[config.mk]
export PLATFORM = sky130hd
export DESIGN_NAME = smpq_cell
export DESIGN_NICKNAME = d
export VERILOG_FILES = /design/src/rtl/smpq_pkg.sv /design/src/rtl/smpq_cell.sv
export SDC_FILE = /design/constraint.sdc
export NUM_CORES = 1
export LEC_CHECK = 0
export BUFFER_PORTS_ARGS = -buffer_cell sky130_fd_sc_hd__buf_2
export CORE_AREA = 2 2 82 84
export CTS_BUF_LIST = sky130_fd_sc_hd__clkbuf_8
export DETAILED_ROUTE_END_ITERATION = 10
export DIE_AREA = 0 0 84 86
export PLACE_DENSITY_LB_ADDON = 0.1
export SLEW_MARGIN = 20
export SYNTH_ARGS = -nofsm -noshare
export SYNTH_HDL_FRONTEND = slang
export SYNTH_SLANG_ARGS = --single-unit
[constraint.sdc]
create_clock -name clk_i -period 4.3 [get_ports clk_i]
set_clock_uncertainty 0.15 [all_clocks]
set_input_delay 0.43 -clock clk_i [delete_from_list [all_inputs] [get_ports clk_i]]
set_output_delay 0.43 -clock clk_i [all_outputs]
set_load 0.01 [all_outputs]
[src/rtl/smpq_pkg.sv]
// ============================================================================
// smpq_pkg
// Shared types and constants of the sorted max-priority queue.
// ============================================================================
package smpq_pkg;

  localparam int unsigned CAPACITY = 128;
  localparam int unsigned DATA_W   = 32;
  localparam int unsigned OCC_W    = 8;
  localparam int unsigned CNT_W    = $clog2(CAPACITY + 1);
  localparam int unsigned IDX_W    = $clog2(CAPACITY);

  typedef enum logic {
    OP_INSERT = 1'b0,
    OP_REMOVE = 1'b1
  } op_e;

  typedef enum logic [1:0] {
    ST_OK        = 2'd0,
    ST_OVERFLOW  = 2'd1,
    ST_UNDERFLOW = 2'd2
  } status_e;

  // command broadcast to every cell of the chain
  typedef struct packed {
    logic                     insert;
    logic                     remove;
    logic signed [DATA_W-1:0] value;
  } cmd_t;

endpackage

[src/rtl/smpq_cell.sv]
// ============================================================================
// smpq_cell
// One slot of the sorted chain: holds a value, shifts on insert or remove.
// ============================================================================
module smpq_cell (
  input  logic                               clk_i,
  input  smpq_pkg::cmd_t                     cmd_i,
  input  logic [smpq_pkg::IDX_W-1:0]         idx_i,
  input  logic [smpq_pkg::CNT_W-1:0]         count_i,
  input  logic signed [smpq_pkg::DATA_W-1:0] prev_value_i,
  input  logic                               prev_keep_i,
  input  logic signed [smpq_pkg::DATA_W-1:0] next_value_i,
  output logic signed [smpq_pkg::DATA_W-1:0] value_o,
  output logic                               keep_o
);

  logic signed [smpq_pkg::DATA_W-1:0] value_q, value_d;
  logic                               occupied;

  assign occupied = smpq_pkg::CNT_W'(idx_i) < count_i;
  // stored value stays in place when it is not below the new one
  assign keep_o   = occupied && !(cmd_i.value > value_q);
  assign value_o  = value_q;

  always_comb begin
    value_d = value_q;
    if (cmd_i.insert && !keep_o) begin
      value_d = prev_keep_i ? cmd_i.value : prev_value_i;
    end else if (cmd_i.remove) begin
      value_d = next_value_i;
    end
  end

  always_ff @(posedge clk_i) begin
    value_q <= value_d;
  end

endmodule

==> load_flow_metrics.sql, run 1 <==
INSERT INTO impl_metrics (metric_group, metric, value, unit) VALUES
('timing', 'finalHoldViolations', '0', ''),
('synth', 'ys.flop_type', 'edfxtp_1', ''),
('clock_tree', 'cts_num_sinks', '32', ''),
('synth', 'synth_compound_area_frac', '0.0861', ''),
('synth', 'seq_area_frac_synth', '0.334', ''),
('detailed_routing', 'viasPerCell', '4.94', ''),
('synth', 'synth_fp_nets', '401', ''),
('worst_setup_path', 'critPathRequiredTime', '4.18', 'ns'),
('timing', 'clock.fmax', '0.289', 'GHz'),
('worst_setup_path', 'r2r-start', 'value_o[31]', ''),
('synth', 'post_synth.cell_area_avg', '11.6', 'sq um'),
('synth', 'synthMuxAreaShare', '0.288', ''),
('synth', 'synth-adder-area-share', '0.165', ''),
('clock_tree', 'h-tree-depth', '2', ''),
('detailed_routing', 'first_iter_violations', '46', ''),
('clock_tree', 'cts-hold-fix-buffers', '0', ''),
('detailed_routing', 'drc', '0', ''),
('timing', 'final.min_clock_period', '3.46', 'ns'),
('worst_setup_path', 'r2r_slack', '0.84', 'ns'),
('placement', 'placed_cell_area', '3680', 'sq um'),
('global_route', 'overflow', '0', ''),
('timing', 'setup-tns-final', '0', 'ns'),
('outcome', 'run_status', 'finished clean', ''),
('clock_tree', 'post_cts_repair_resize_count', '0', ''),
('synth', 'yosys_warnings', '0', ''),
('placement', 'place.port_buffers', '147', ''),
('global_route', 'number_of_antenna_violations_at_the_first_check_in_global_routing', '0', ''),
('worst_setup_path', 'worst_ep_arrival_time', '3.34', 'ns'),
('die', 'floorplan.die_area', '7220', 'sq um'),
('clock_tree', 'cts_buffers', '5', ''),
('global_route', 'global_route_wire_length_before_repair', '10300', 'um'),
('timing', 'tightestPinTransition', '0.802', 'ns'),
('final_layout', 'layout_area_growth_over_synthesis', '30.8', '%'),
('flow_run', 'drv_cap', '0', ''),
('die', 'boundaryPins', '148', ''),
('clock_tree', 'ctsLongestPathBuffers', '2', ''),
('synth', 'number_of_distinct_library_cells_after_synthesis', '29', ''),
('final_layout', 'finalInstanceArea', '3760', 'sq um'),
('min_path', 'holdPathEnd', 'value_o[23]', ''),
('min_path', 'min_path_cells', '2', ''),
('final_layout', 'design.final.nets', '551', ''),
('pwr', 'leakage', '0.00196', 'uW'),
('synth', 'yosys.area_share.xor_xnor', '0', ''),
('final_layout', 'final_layout_size_suffix_gt1_frac', '0.559', ''),
('final_layout', 'largest_register_ffs', '32', ''),
('placement', 'dpl_worst_slack', '0.655', 'ns'),
('synth', 'synth.most_common_cell', 'inv_1', ''),
('pwr', 'power', '1350', 'uW'),
('global_route', 'vias_in_the_first_global_route', '2291', ''),
('clock_tree', 'root_buffer', 'clkbuf_8', ''),
('worst_setup_path', 'start_kind', 'flop', ''),
('detailed_routing', 'num_vias', '2353', ''),
('placement', 'post-dp-hpwl', '5280', 'um'),
('synth', 'yosys.area.top_type_share', '0.334', ''),
('detailed_routing', 'drtAntennaViolNets', '0', ''),
('clock_tree', 'worst_setup_hold_path_clk_slew', '0.07', 'ns'),
('die', 'die_w', '84', 'um'),
('timing', 'timing_max_transition_violations_final', '0', ''),
('synth', 'synth_top_family_by_area', 'multiplexers', ''),
('clock_tree', 'clock_latency_of_the_later_clocked_register_in_the_worst_skew_pair', '0.28', 'ns'),
('synth', 'synth-edff-count', '32', ''),
('worst_setup_path', 'critPathMaxFanout', '12', ''),
('placement', 'gpl.final_weighted_congestion', '0.739', ''),
('clock_tree', 'tritoncts_clock_tree', 'yes', ''),
('min_path', 'min-delay-path-class', 'primary input to flop', ''),
('synth', 'synth.ff_latch_count', '32', ''),
('synth', 'synth_cells', '248', ''),
('min_path', 'hold_path_startpoint', 'next_value_i[23]', ''),
('global_route', 'maximum_number_of_pins_on_one_net_before_global_route_repair', '33', ''),
('detailed_routing', 'wire_per_inst', '13.6', 'um'),
('die', 'chipHeight', '86', 'um');
==> logic make-up (layout without fill, tap and decap cells) <==
family | count (synthesis) | after routing
muxes | 64 | 64
buffers and inverters | 49 | 200
adders and majority gates | 38 | 38
AOI/OAI and AO/OA | 36 | 36
DFF | 32 | 32
and+or+nand+nor | 29 | 29
==> critical path, stage by stage (launching register included) <==
cell and delay (ns):
edfxtp_1 0.34, inv_1 0.04, ha_1 0.42, nand4_1 0.18
or4_4 0.59, o311a_1 0.38, o21ai_0 0.15, o311ai_4 0.32
buf_4 0.32, mux2_4 0.31
==> through the flow <==
stage                      util  hold WS [ns]  instances
after floorplan               -         0.498        248
after global placement    0.587         0.582        468
after detailed placement  0.587         0.583        468
after CTS                 0.599         0.286        476
after global routing      0.599         0.285        476
final                     0.599         0.292        476
==> cells in the final DEF, fill, tap and decap left out, drive strengths merged, types with 5 or more instances in the layout <==
master  count
o21ai       6
inv        44
buf       150
clkbuf      5
a21oi      18
ha         38
mux2       64
nand4       8
edfxtp     32
nand2       9
==> power breakdown <==
part / internal (uW) / total (uW) / leakage [uW] / switching [uW]
logic: 330 / 646 / 0.00159 / 316
registers: 450 / 486 / 0.000321 / 36.0
clock network: 108 / 219 / 0.0000482 / 111
total: 888 / 1350 / 0.00196 / 463
==> worst max path at each step <==
stage / from / to / cells past startpoint
2_1_floorplan: value_o[31] / value_o[0] / 9
3_5_place_dp: cmd_i[31] / value_o[10] / 9
4_1_cts: value_o[31] / value_o[10] / 9
5_1_grt: value_o[31] / value_o[15] / 9
6_report: value_o[31] / value_o[6] / 9
3_3_place_gp: cmd_i[31] / value_o[3] / 9
==> cell type report <==
cell class / instances / area, sq um
inverters: 42 / 158
flip-flops and latches: 32 / 961
well taps: 77 / 96.3
multi-input cells: 167 / 1710
clock inverters: 3 / 11.3
repair buffers: 150 / 758
clock buffers: 5 / 68.8
fillers: 544 / 2510
==> metal layers <==
layer,track usage,part of all wire
met5,0,0
met4,0.0440,0.011
met3,0.0462,0.071
met2,0.325,0.50
met1,0.218,0.41
Power figures use the tool's default switching activity.
==> inputs of run 2 (changes only) <==
--- a/config.mk
+++ b/config.mk
@@ -5,11 +5,12 @@
 export SDC_FILE = /design/constraint.sdc
 export NUM_CORES = 1
 export LEC_CHECK = 0
+export ABC_AREA = 1
 export BUFFER_PORTS_ARGS = -buffer_cell sky130_fd_sc_hd__buf_2
-export CORE_AREA = 2 2 82 84
+export CORE_AREA = 2 2 81 83
 export CTS_BUF_LIST = sky130_fd_sc_hd__clkbuf_8
 export DETAILED_ROUTE_END_ITERATION = 10
-export DIE_AREA = 0 0 84 86
+export DIE_AREA = 0 0 83 85
 export PLACE_DENSITY_LB_ADDON = 0.1
 export SLEW_MARGIN = 20
 export SYNTH_ARGS = -nofsm -noshare
==> constraint.sdc (replaced) <==
create_clock -name clk_i -period 3.5 [get_ports clk_i]
set_clock_uncertainty 0.15 [all_clocks]
set_input_delay 0.35 -clock clk_i [delete_from_list [all_inputs] [get_ports clk_i]]
set_output_delay 0.35 -clock clk_i [all_outputs]
set_load 0.01 [all_outputs]
==> run 2 against run 1 <==
  * Via count grew 19%
  * Critical path depth grew 5
  * Largest cell class unchanged
  * Global-route usage grew 1.5 points
  * Utilization grew 0.38 points
  * Die area shrank 2.3%
  * Non-clock buffer count is the same
  * Worst hold slack lost 0.11 ns
  * Total power grew 18%
  * Count of clock-buffer cells in the layout is the same
  * Synthesized cell count grew 44%
  * Sequential share of layout area grew 0.14 points
==> load_flow_metrics.sql, run 2 <==
INSERT INTO impl_metrics (metric_group, metric, value, unit) VALUES
('final_layout', 'layout.core_utilization', '0.603', ''),
('min_path', 'min_path_cells', '3', ''),
('timing', 'clock.fmax', '0.340', 'GHz'),
('synth', 'number_of_distinct_library_cells_after_synthesis', '21', ''),
('clock_tree', 'ctsLongestPathBuffers', '2', ''),
('clock_tree', 'worst_setup_hold_path_clk_slew', '0.06', 'ns'),
('timing', 'setup-tns-final', '0', 'ns'),
('die', 'rows', '29', ''),
('clock_tree', 'tritoncts_clock_tree', 'yes', ''),
('worst_setup_path', 'r2r_slack', '0.89', 'ns'),
('worst_setup_path', 'startpoint', 'value_o[13]', ''),
('global_route', 'maximum_number_of_pins_on_one_net_before_global_route_repair', '34', ''),
('placement', 'place.port_buffers', '147', ''),
('placement', 'post-dp-hpwl', '5410', 'um'),
('timing', 'timing_max_transition_violations_final', '0', ''),
('clock_tree', 'clock_latency_of_the_later_clocked_register_in_the_worst_skew_pair', '0.27', 'ns'),
('synth', 'yosys_warnings', '0', ''),
('die', 'die_w', '83', 'um'),
('global_route', 'global_route_wire_length_before_repair', '11400', 'um'),
('clock_tree', 'cts-hold-fix-buffers', '0', ''),
('timing', 'rsz0062_at_grt', 'no', ''),
('timing', 'count_of_endpoints_failing_setup_in_the_final_report', '0', ''),
('synth', 'synth_top_cells_by_area', 'edfxtp_1 (33%), ha_1 (16%), nand2_1 (14%)', ''),
('detailed_routing', 'route.final.wire_length', '6950', 'um'),
('worst_setup_path', 'critPathMaxFanout', '33', ''),
('die', 'core_ar', '6200', 'sq um'),
('min_path', 'min-delay-path-class', 'primary input to flop', ''),
('worst_setup_path', 'r2r-start', 'value_o[13]', ''),
('global_route', 'global_route.usage.total', '0.196', ''),
('pwr', 'power.density_cell_area', '427', 'nW/um^2'),
('synth', 'yosys.area.top_type_share', '0.332', ''),
('min_path', 'hold_path_startpoint', 'next_value_i[3]', ''),
('timing', 'finalHoldViolations', '0', ''),
('synth', 'seq_area_frac_synth', '0.332', ''),
('final_layout', 'mostFrequentLayoutCell', 'buf_2', ''),
('die', 'chipHeight', '85', 'um'),
('synth', 'asyncSetResetFlopFracSynth', '0', ''),
('synth', 'synth-edff-count', '32', ''),
('global_route', 'number_of_antenna_violations_at_the_first_check_in_global_routing', '0', ''),
('outcome', 'run_status', 'finished clean', ''),
('worst_setup_path', 'worst_ep_arrival_time', '2.44', 'ns'),
('clock_tree', 'post_cts_repair_resize_count', '0', ''),
('clock_tree', 'cts_num_sinks', '32', ''),
('synth', 'synth.ff_latch_count', '32', ''),
('final_layout', 'number_of_inserted_diodes', '0', ''),
('detailed_routing', 'viasPerCell', '4.87', ''),
('final_layout', 'design.final.nets', '652', ''),
('worst_setup_path', 'worst_setup_path_end_kind', 'output port', ''),
('die', 'floorplan.die_area', '7060', 'sq um'),
('synth', 'synth_top_cells_by_count', 'nand2_1 (108), inv_1 (52), ha_1 (38), nand3_1 (36), edfxtp_1 (32)', ''),
('synth', 'post_synth.cell_area_avg', '8.14', 'sq um'),
('synth', 'syn-cell-area', '2900', 'sq um'),
('synth', 'synth.most_common_cell', 'nand2_1', ''),
('detailed_routing', 'number_of_detailed_route_iterations_in_the_first_pass', '4', ''),
('final_layout', 'fillCellCount', '584', ''),
('timing', 'timing.final.crit_share', '0.840', ''),
('timing', 'final.min_clock_period', '2.94', 'ns'),
('synth', 'ys.flop_type', 'edfxtp_1', ''),
('worst_setup_path', 'start_kind', 'flop', ''),
('flow_run', 'drv_cap', '0', ''),
('clock_tree', 'h-tree-depth', '2', ''),
('pwr', 'power', '1600', 'uW'),
('placement', 'gpl.final_weighted_congestion', '0.819', ''),
('worst_setup_path', 'reg2reg_path_depth', '14', ''),
('worst_setup_path', 'crit_type', 'flop to output port', ''),
('worst_setup_path', 'worstReg2RegEnd', 'value_o[23]', ''),
('detailed_routing', 'wire_per_inst', '12.1', 'um'),
('clock_tree', 'postCtsSetupBuffers', '0', ''),
('synth', 'synth_top_cell_by_area', 'edfxtp_1', ''),
('pwr', 'leakage', '0.00213', 'uW'),
('detailed_routing', 'num_vias', '2804', ''),
('timing', 'slew_headroom', '0.486', ''),
('global_route', 'vias_in_the_first_global_route', '2641', ''),
('final_layout', 'final_layout_size_suffix_gt1_frac', '0.383', ''),
('final_layout', 'layout.cells.most_common_list', 'buf_2 (147), nand2_1 (108), inv_1 (52)', ''),
('final_layout', 'layout_area_growth_over_synthesis', '29.1', '%'),
('detailed_routing', 'first_iter_violations', '81', ''),
('synth', 'synth_cells', '356', ''),
('worst_setup_path', 'critPathRequiredTime', '3.00', 'ns'),
('pwr', 'peakVddDrop', '0.000243', 'V'),
('clock_tree', 'cts_buffers', '5', ''),
('global_route', 'overflow', '0', ''),
('timing', 'tightestPinTransition', '0.771', 'ns'),
('min_path', 'holdPathEnd', 'value_o[3]', ''),
('detailed_routing', 'drtAntennaViolNets', '0', ''),
('final_layout', 'largest_register_ffs', '32', ''),
('detailed_routing', 'drc', '0', ''),
('synth', 'synth_fp_nets', '509', ''),
('clock_tree', 'root_buffer', 'clkbuf_8', ''),
('die', 'boundaryPins', '148', ''),
('die', 'initial_core_util', '0.467', '');
-- run 2: cell count changes in the layout (fill, tap and decap cells not counted), moves of 3 or more --
cell,before,now
mux2_2,35,31
nand4_1,8,1
inv_1,44,52
nor2_1,0,16
mux2_4,29,0
a21oi_1,18,15
nand3_1,3,36
nand2_1,9,108
o21ai_0,6,2
-- run 2: kinds of logic (layout without fill, tap and decap cells) --
group	count (synthesis)	count (layout)	synth area share
simple gates	167	167	0.244
buf+inv	66	209	0.0972
fa+ha+maj	38	38	0.164
flops	32	32	0.332
mux	31	31	0.120
compound gates	22	22	0.0423
-- run 2: stage by stage --
| stage | area [sq um] | instances | worst slack, ns | hold WS (ns) |
|---|---|---|---|---|
| floorplan | 2900 | 356 | 0.546 | 0.379 |
| global placement | 3670 | 569 | 0.793 | 0.465 |
| detailed placement | 3670 | 569 | 0.807 | 0.466 |
| CTS | 3740 | 576 | 0.582 | 0.175 |
| global route | 3740 | 576 | 0.372 | 0.181 |
| finish | 3740 | 576 | 0.561 | 0.186 |
-- run 2: layout make-up --
cell class / count / area (sq um) / area share
Multi-Input combinational cell: 258 / 1660 / 0.442
Inverter: 52 / 195 / 0.0522
Timing Repair Buffer: 150 / 758 / 0.203
Tap cell: 77 / 96.3 / 0.0257
Sequential cell: 32 / 961 / 0.257
Clock buffer: 5 / 68.8 / 0.0184
Clock inverter: 2 / 7.51 / 0.00201
-- run 2: per-layer routing --
metal	share of wire	wire length, um	up-vias	track usage
met5	0	0	-	0
met4	0.016	114	0	0.0507
met3	0.064	447	12	0.0447
met2	0.48	3310	105	0.347
met1	0.44	3080	1232	0.243
li1	-	-	1455	-
-- run 2: worst max path at each step --
stage,end,cells after the start
2_1_floorplan,value_o[0],13
5_1_grt,keep_o,14
4_1_cts,keep_o,14
6_report,keep_o,14
3_5_place_dp,keep_o,14
3_3_place_gp,keep_o,14
-- run 2: where the power goes --
group / leakage (uW) / internal [uW] / switching (uW) / total [uW]
Combinational: 0.00176 / 308 / 444 / 752
Clock: 0.0000391 / 131 / 122 / 253
Sequential: 0.000326 / 550 / 43.5 / 593
-- run 2: worst max-delay path, cell delays in order, from the launching register on --
cell and delay (ns):
edfxtp_1 0.39, inv_1 0.07, ha_1 0.23, a21oi_1 0.15
o21ai_0 0.10, a21oi_1 0.21, nand2_1 0.10, nand2_1 0.09
nand2_1 0.05, nand2_1 0.07, nand3_2 0.08, nand2_4 0.08
buf_4 0.34, inv_1 0.07, buf_2 0.14
==> inputs of run 3 (changes only) <==
--- a/config.mk
+++ b/config.mk
@@ -5,12 +5,12 @@
 export SDC_FILE = /design/constraint.sdc
 export NUM_CORES = 1
 export LEC_CHECK = 0
-export ABC_AREA = 1
+export ABC_AREA = 0
 export BUFFER_PORTS_ARGS = -buffer_cell sky130_fd_sc_hd__buf_2
-export CORE_AREA = 2 2 81 83
+export CORE_AREA = 2 2 85 87
 export CTS_BUF_LIST = sky130_fd_sc_hd__clkbuf_8
 export DETAILED_ROUTE_END_ITERATION = 10
-export DIE_AREA = 0 0 83 85
+export DIE_AREA = 0 0 87 89
 export PLACE_DENSITY_LB_ADDON = 0.1
 export SLEW_MARGIN = 20
 export SYNTH_ARGS = -nofsm -noshare
==> constraint.sdc (replaced) <==
create_clock -name clk_i -period 2.68 [get_ports clk_i]
set_clock_uncertainty 0.15 [all_clocks]
set_input_delay 0.268 -clock clk_i [delete_from_list [all_inputs] [get_ports clk_i]]
set_output_delay 0.268 -clock clk_i [all_outputs]
set_load 0.01 [all_outputs]
==> run 3 against run 2 <==
  * The flow now finishes with violations (negative setup slack)
  * Sequential share of layout area down 3.4 points
  * Setup slack worse by 0.90 ns
  * Count of clock-buffer cells in the layout unchanged
  * Clock power up 40%
  * Critical path depth down 4
==> load_flow_metrics.sql, run 3 (synthesis gave the netlist of run 1 again) <==
INSERT INTO impl_metrics (metric_group, metric, value, unit) VALUES
('global_route', 'global_route_wire_length_before_repair', '11400', 'um'),
('timing', 'timing.final.crit_share', '1.13', ''),
('worst_setup_path', 'critPathRequiredTime', '2.57', 'ns'),
('outcome', 'run_status', 'complete, but fails checks', ''),
('timing', 'count_of_endpoints_failing_setup_in_the_final_report', '65', ''),
('detailed_routing', 'drtAntennaViolNets', '0', ''),
('clock_tree', 'ctsLongestPathBuffers', '2', ''),
('die', 'chipHeight', '89', 'um'),
('global_route', 'overflow', '0', ''),
('timing', 'finalHoldViolations', '0', ''),
('die', 'floorplan.die_area', '7740', 'sq um'),
('min_path', 'hold_path_startpoint', 'next_value_i[30]', ''),
('die', 'initial_core_util', '0.428', ''),
('worst_setup_path', 'critPathMaxFanout', '6', ''),
('timing', 'final.min_clock_period', '3.02', 'ns'),
('flow_run', 'drv_cap', '0', ''),
('worst_setup_path', 'crit_type', 'flop to flop', ''),
('clock_tree', 'cts_buffers', '5', ''),
('clock_tree', 'h-tree-depth', '2', ''),
('clock_tree', 'cts-hold-fix-buffers', '0', ''),
('die', 'rows', '30', ''),
('die', 'boundaryPins', '148', ''),
('timing', 'timing_max_transition_violations_final', '0', ''),
('final_layout', 'largest_register_ffs', '32', ''),
('detailed_routing', 'route.final.wire_length', '7450', 'um'),
('timing', 'rsz0062_at_grt', 'yes', ''),
('clock_tree', 'root_buffer', 'clkbuf_8', ''),
('clock_tree', 'worst_setup_hold_path_clk_slew', '0.07', 'ns'),
('clock_tree', 'clock_latency_of_the_later_clocked_register_in_the_worst_skew_pair', '0.28', 'ns'),
('detailed_routing', 'first_iter_violations', '73', ''),
('worst_setup_path', 'worst_setup_path_end_kind', 'flop', ''),
('timing', 'slew_headroom', '0.697', ''),
('worst_setup_path', 'start_kind', 'flop', ''),
('detailed_routing', 'num_vias', '2561', ''),
('placement', 'post-dp-hpwl', '5620', 'um'),
('final_layout', 'final_layout_size_suffix_gt1_frac', '0.649', ''),
('detailed_routing', 'drt-met1-wl', '3150', 'um'),
('detailed_routing', 'met3_wirelength', '464', 'um'),
('detailed_routing', 'dr_wl_met2', '3780', 'um'),
('timing', 'layout_setup_ws', '-0.343', 'ns'),
('final_layout', 'design.final.nets', '594', ''),
('detailed_routing', 'number_of_detailed_route_iterations_in_the_first_pass', '4', ''),
('final_layout', 'number_of_inserted_diodes', '0', ''),
('detailed_routing', 'highest_layer', 'met4', ''),
('worst_setup_path', 'worst_ep_arrival_time', '2.91', 'ns'),
('min_path', 'min-delay-path-class', 'primary input to flop', ''),
('global_route', 'global_route.usage.total', '0.189', ''),
('die', 'core_ar', '6720', 'sq um'),
('die', 'die_w', '87', 'um'),
('placement', 'gpl.final_weighted_congestion', '0.750', ''),
('detailed_routing', 'wire_per_inst', '14.3', 'um'),
('global_route', 'vias_in_the_first_global_route', '2494', ''),
('pwr', 'power', '2550', 'uW'),
('placement', 'place.port_buffers', '147', ''),
('detailed_routing', 'viasPerCell', '4.92', ''),
('outcome', 'failed_checks', 'negative setup slack', ''),
('pwr', 'power.density_cell_area', '590', 'nW/um^2'),
('clock_tree', 'tritoncts_clock_tree', 'yes', ''),
('global_route', 'number_of_antenna_violations_at_the_first_check_in_global_routing', '0', ''),
('worst_setup_path', 'r2r-start', 'value_o[29]', ''),
('clock_tree', 'cts_num_sinks', '32', ''),
('pwr', 'leakage', '0.00220', 'uW'),
('global_route', 'maximum_number_of_pins_on_one_net_before_global_route_repair', '18', ''),
('final_layout', 'layout.cells.most_common_list', 'buf_2 (147), inv_1 (39), mux2_2 (35)', ''),
('final_layout', 'mostFrequentLayoutCell', 'buf_2', ''),
('final_layout', 'layout_area_growth_over_synthesis', '50.0', '%'),
('timing', 'hold-worst-slack', '0.130', 'ns'),
('timing', 'clock.fmax', '0.331', 'GHz'),
('timing', 'tightestPinTransition', '0.455', 'ns'),
('worst_setup_path', 'startpoint', 'value_o[29]', ''),
('detailed_routing', 'drc', '0', ''),
('pwr', 'peakVddDrop', '0.000292', 'V');
[run 3: cell types whose count changed in the layout (fill, tap and decap cells not counted), sizes merged, moves of 6 or more]
cell | previous run | this run
buf | 150 | 190
nand3 | 37 | 3
nand2 | 110 | 9
inv | 52 | 43
nand4 | 2 | 8
mux2 | 31 | 64
nor2 | 17 | 0
[run 3: layout make-up]
class | instances | area, sq um
flip-flops and latches | 32 | 961
well taps | 80 | 100
fillers | 559 | 2400
multi-input cells | 170 | 1880
clock inverters | 2 | 8.76
clock buffers | 5 | 68.8
inverters | 42 | 158
repair buffers | 190 | 1140
[run 3: per-layer routing]
| metal | vias up | track usage |
|---|---|---|
| met5 | - | 0 |
| met4 | 0 | 0.0426 |
| met3 | 5 | 0.0416 |
| met2 | 84 | 0.346 |
| met1 | 1168 | 0.227 |
| li1 | 1304 | - |
[run 3: repair_timing]
action | 4_1_cts | 5_1_grt
cloned | 4 | 1
resized for setup | 22 | 15
endpoints found under the setup margin | 65 | 65
buffers inserted | 9 | 3
pin swaps | 8 | 6
[run 3: power breakdown]
part	leakage (uW)	switching (uW)	internal [uW]
sequential	0.000321	60.5	721
combinational	0.00183	614	795
clock	0.0000452	181	173
total	0.00220	856	1690
[run 3: path summary, 6_finish.rpt]
path                                     to  slack, ns  cells past startpoint
worst min register to register  value_o[30]       1.27                      7
worst max-delay path            value_o[15]      -0.34                     10
worst min-delay path            value_o[30]       0.13                      2
worst max register to register  value_o[15]      -0.34                     10
[run 3: stage by stage]
| step | util | std cells | cell area, sq um | TNS [ns] | worst slack [ns] |
|---|---|---|---|---|---|
| after global routing | 0.642 | 521 | 4310 | -24.05 | -0.430 |
| after CTS | 0.626 | 517 | 4210 | -18.58 | -0.330 |
| final | 0.642 | 521 | 4310 | -18.36 | -0.343 |
| after floorplan | - | 248 | 2900 | -19.95 | -0.379 |
| after detailed placement | 0.584 | 497 | 3920 | -25.43 | -0.443 |
| after global placement | 0.584 | 497 | 3920 | -20.93 | -0.356 |
[run 3: worst max-delay path, stage by stage (launching register included)]
cell	delay [ns]
edfxtp_1	0.34
inv_1	0.05
ha_1	0.29
nand4_1	0.13
or4_4	0.56
o311a_1	0.34
a22oi_2	0.17
o311ai_4	0.15
buf_6	0.17
buf_16	0.14
mux2_4	0.29
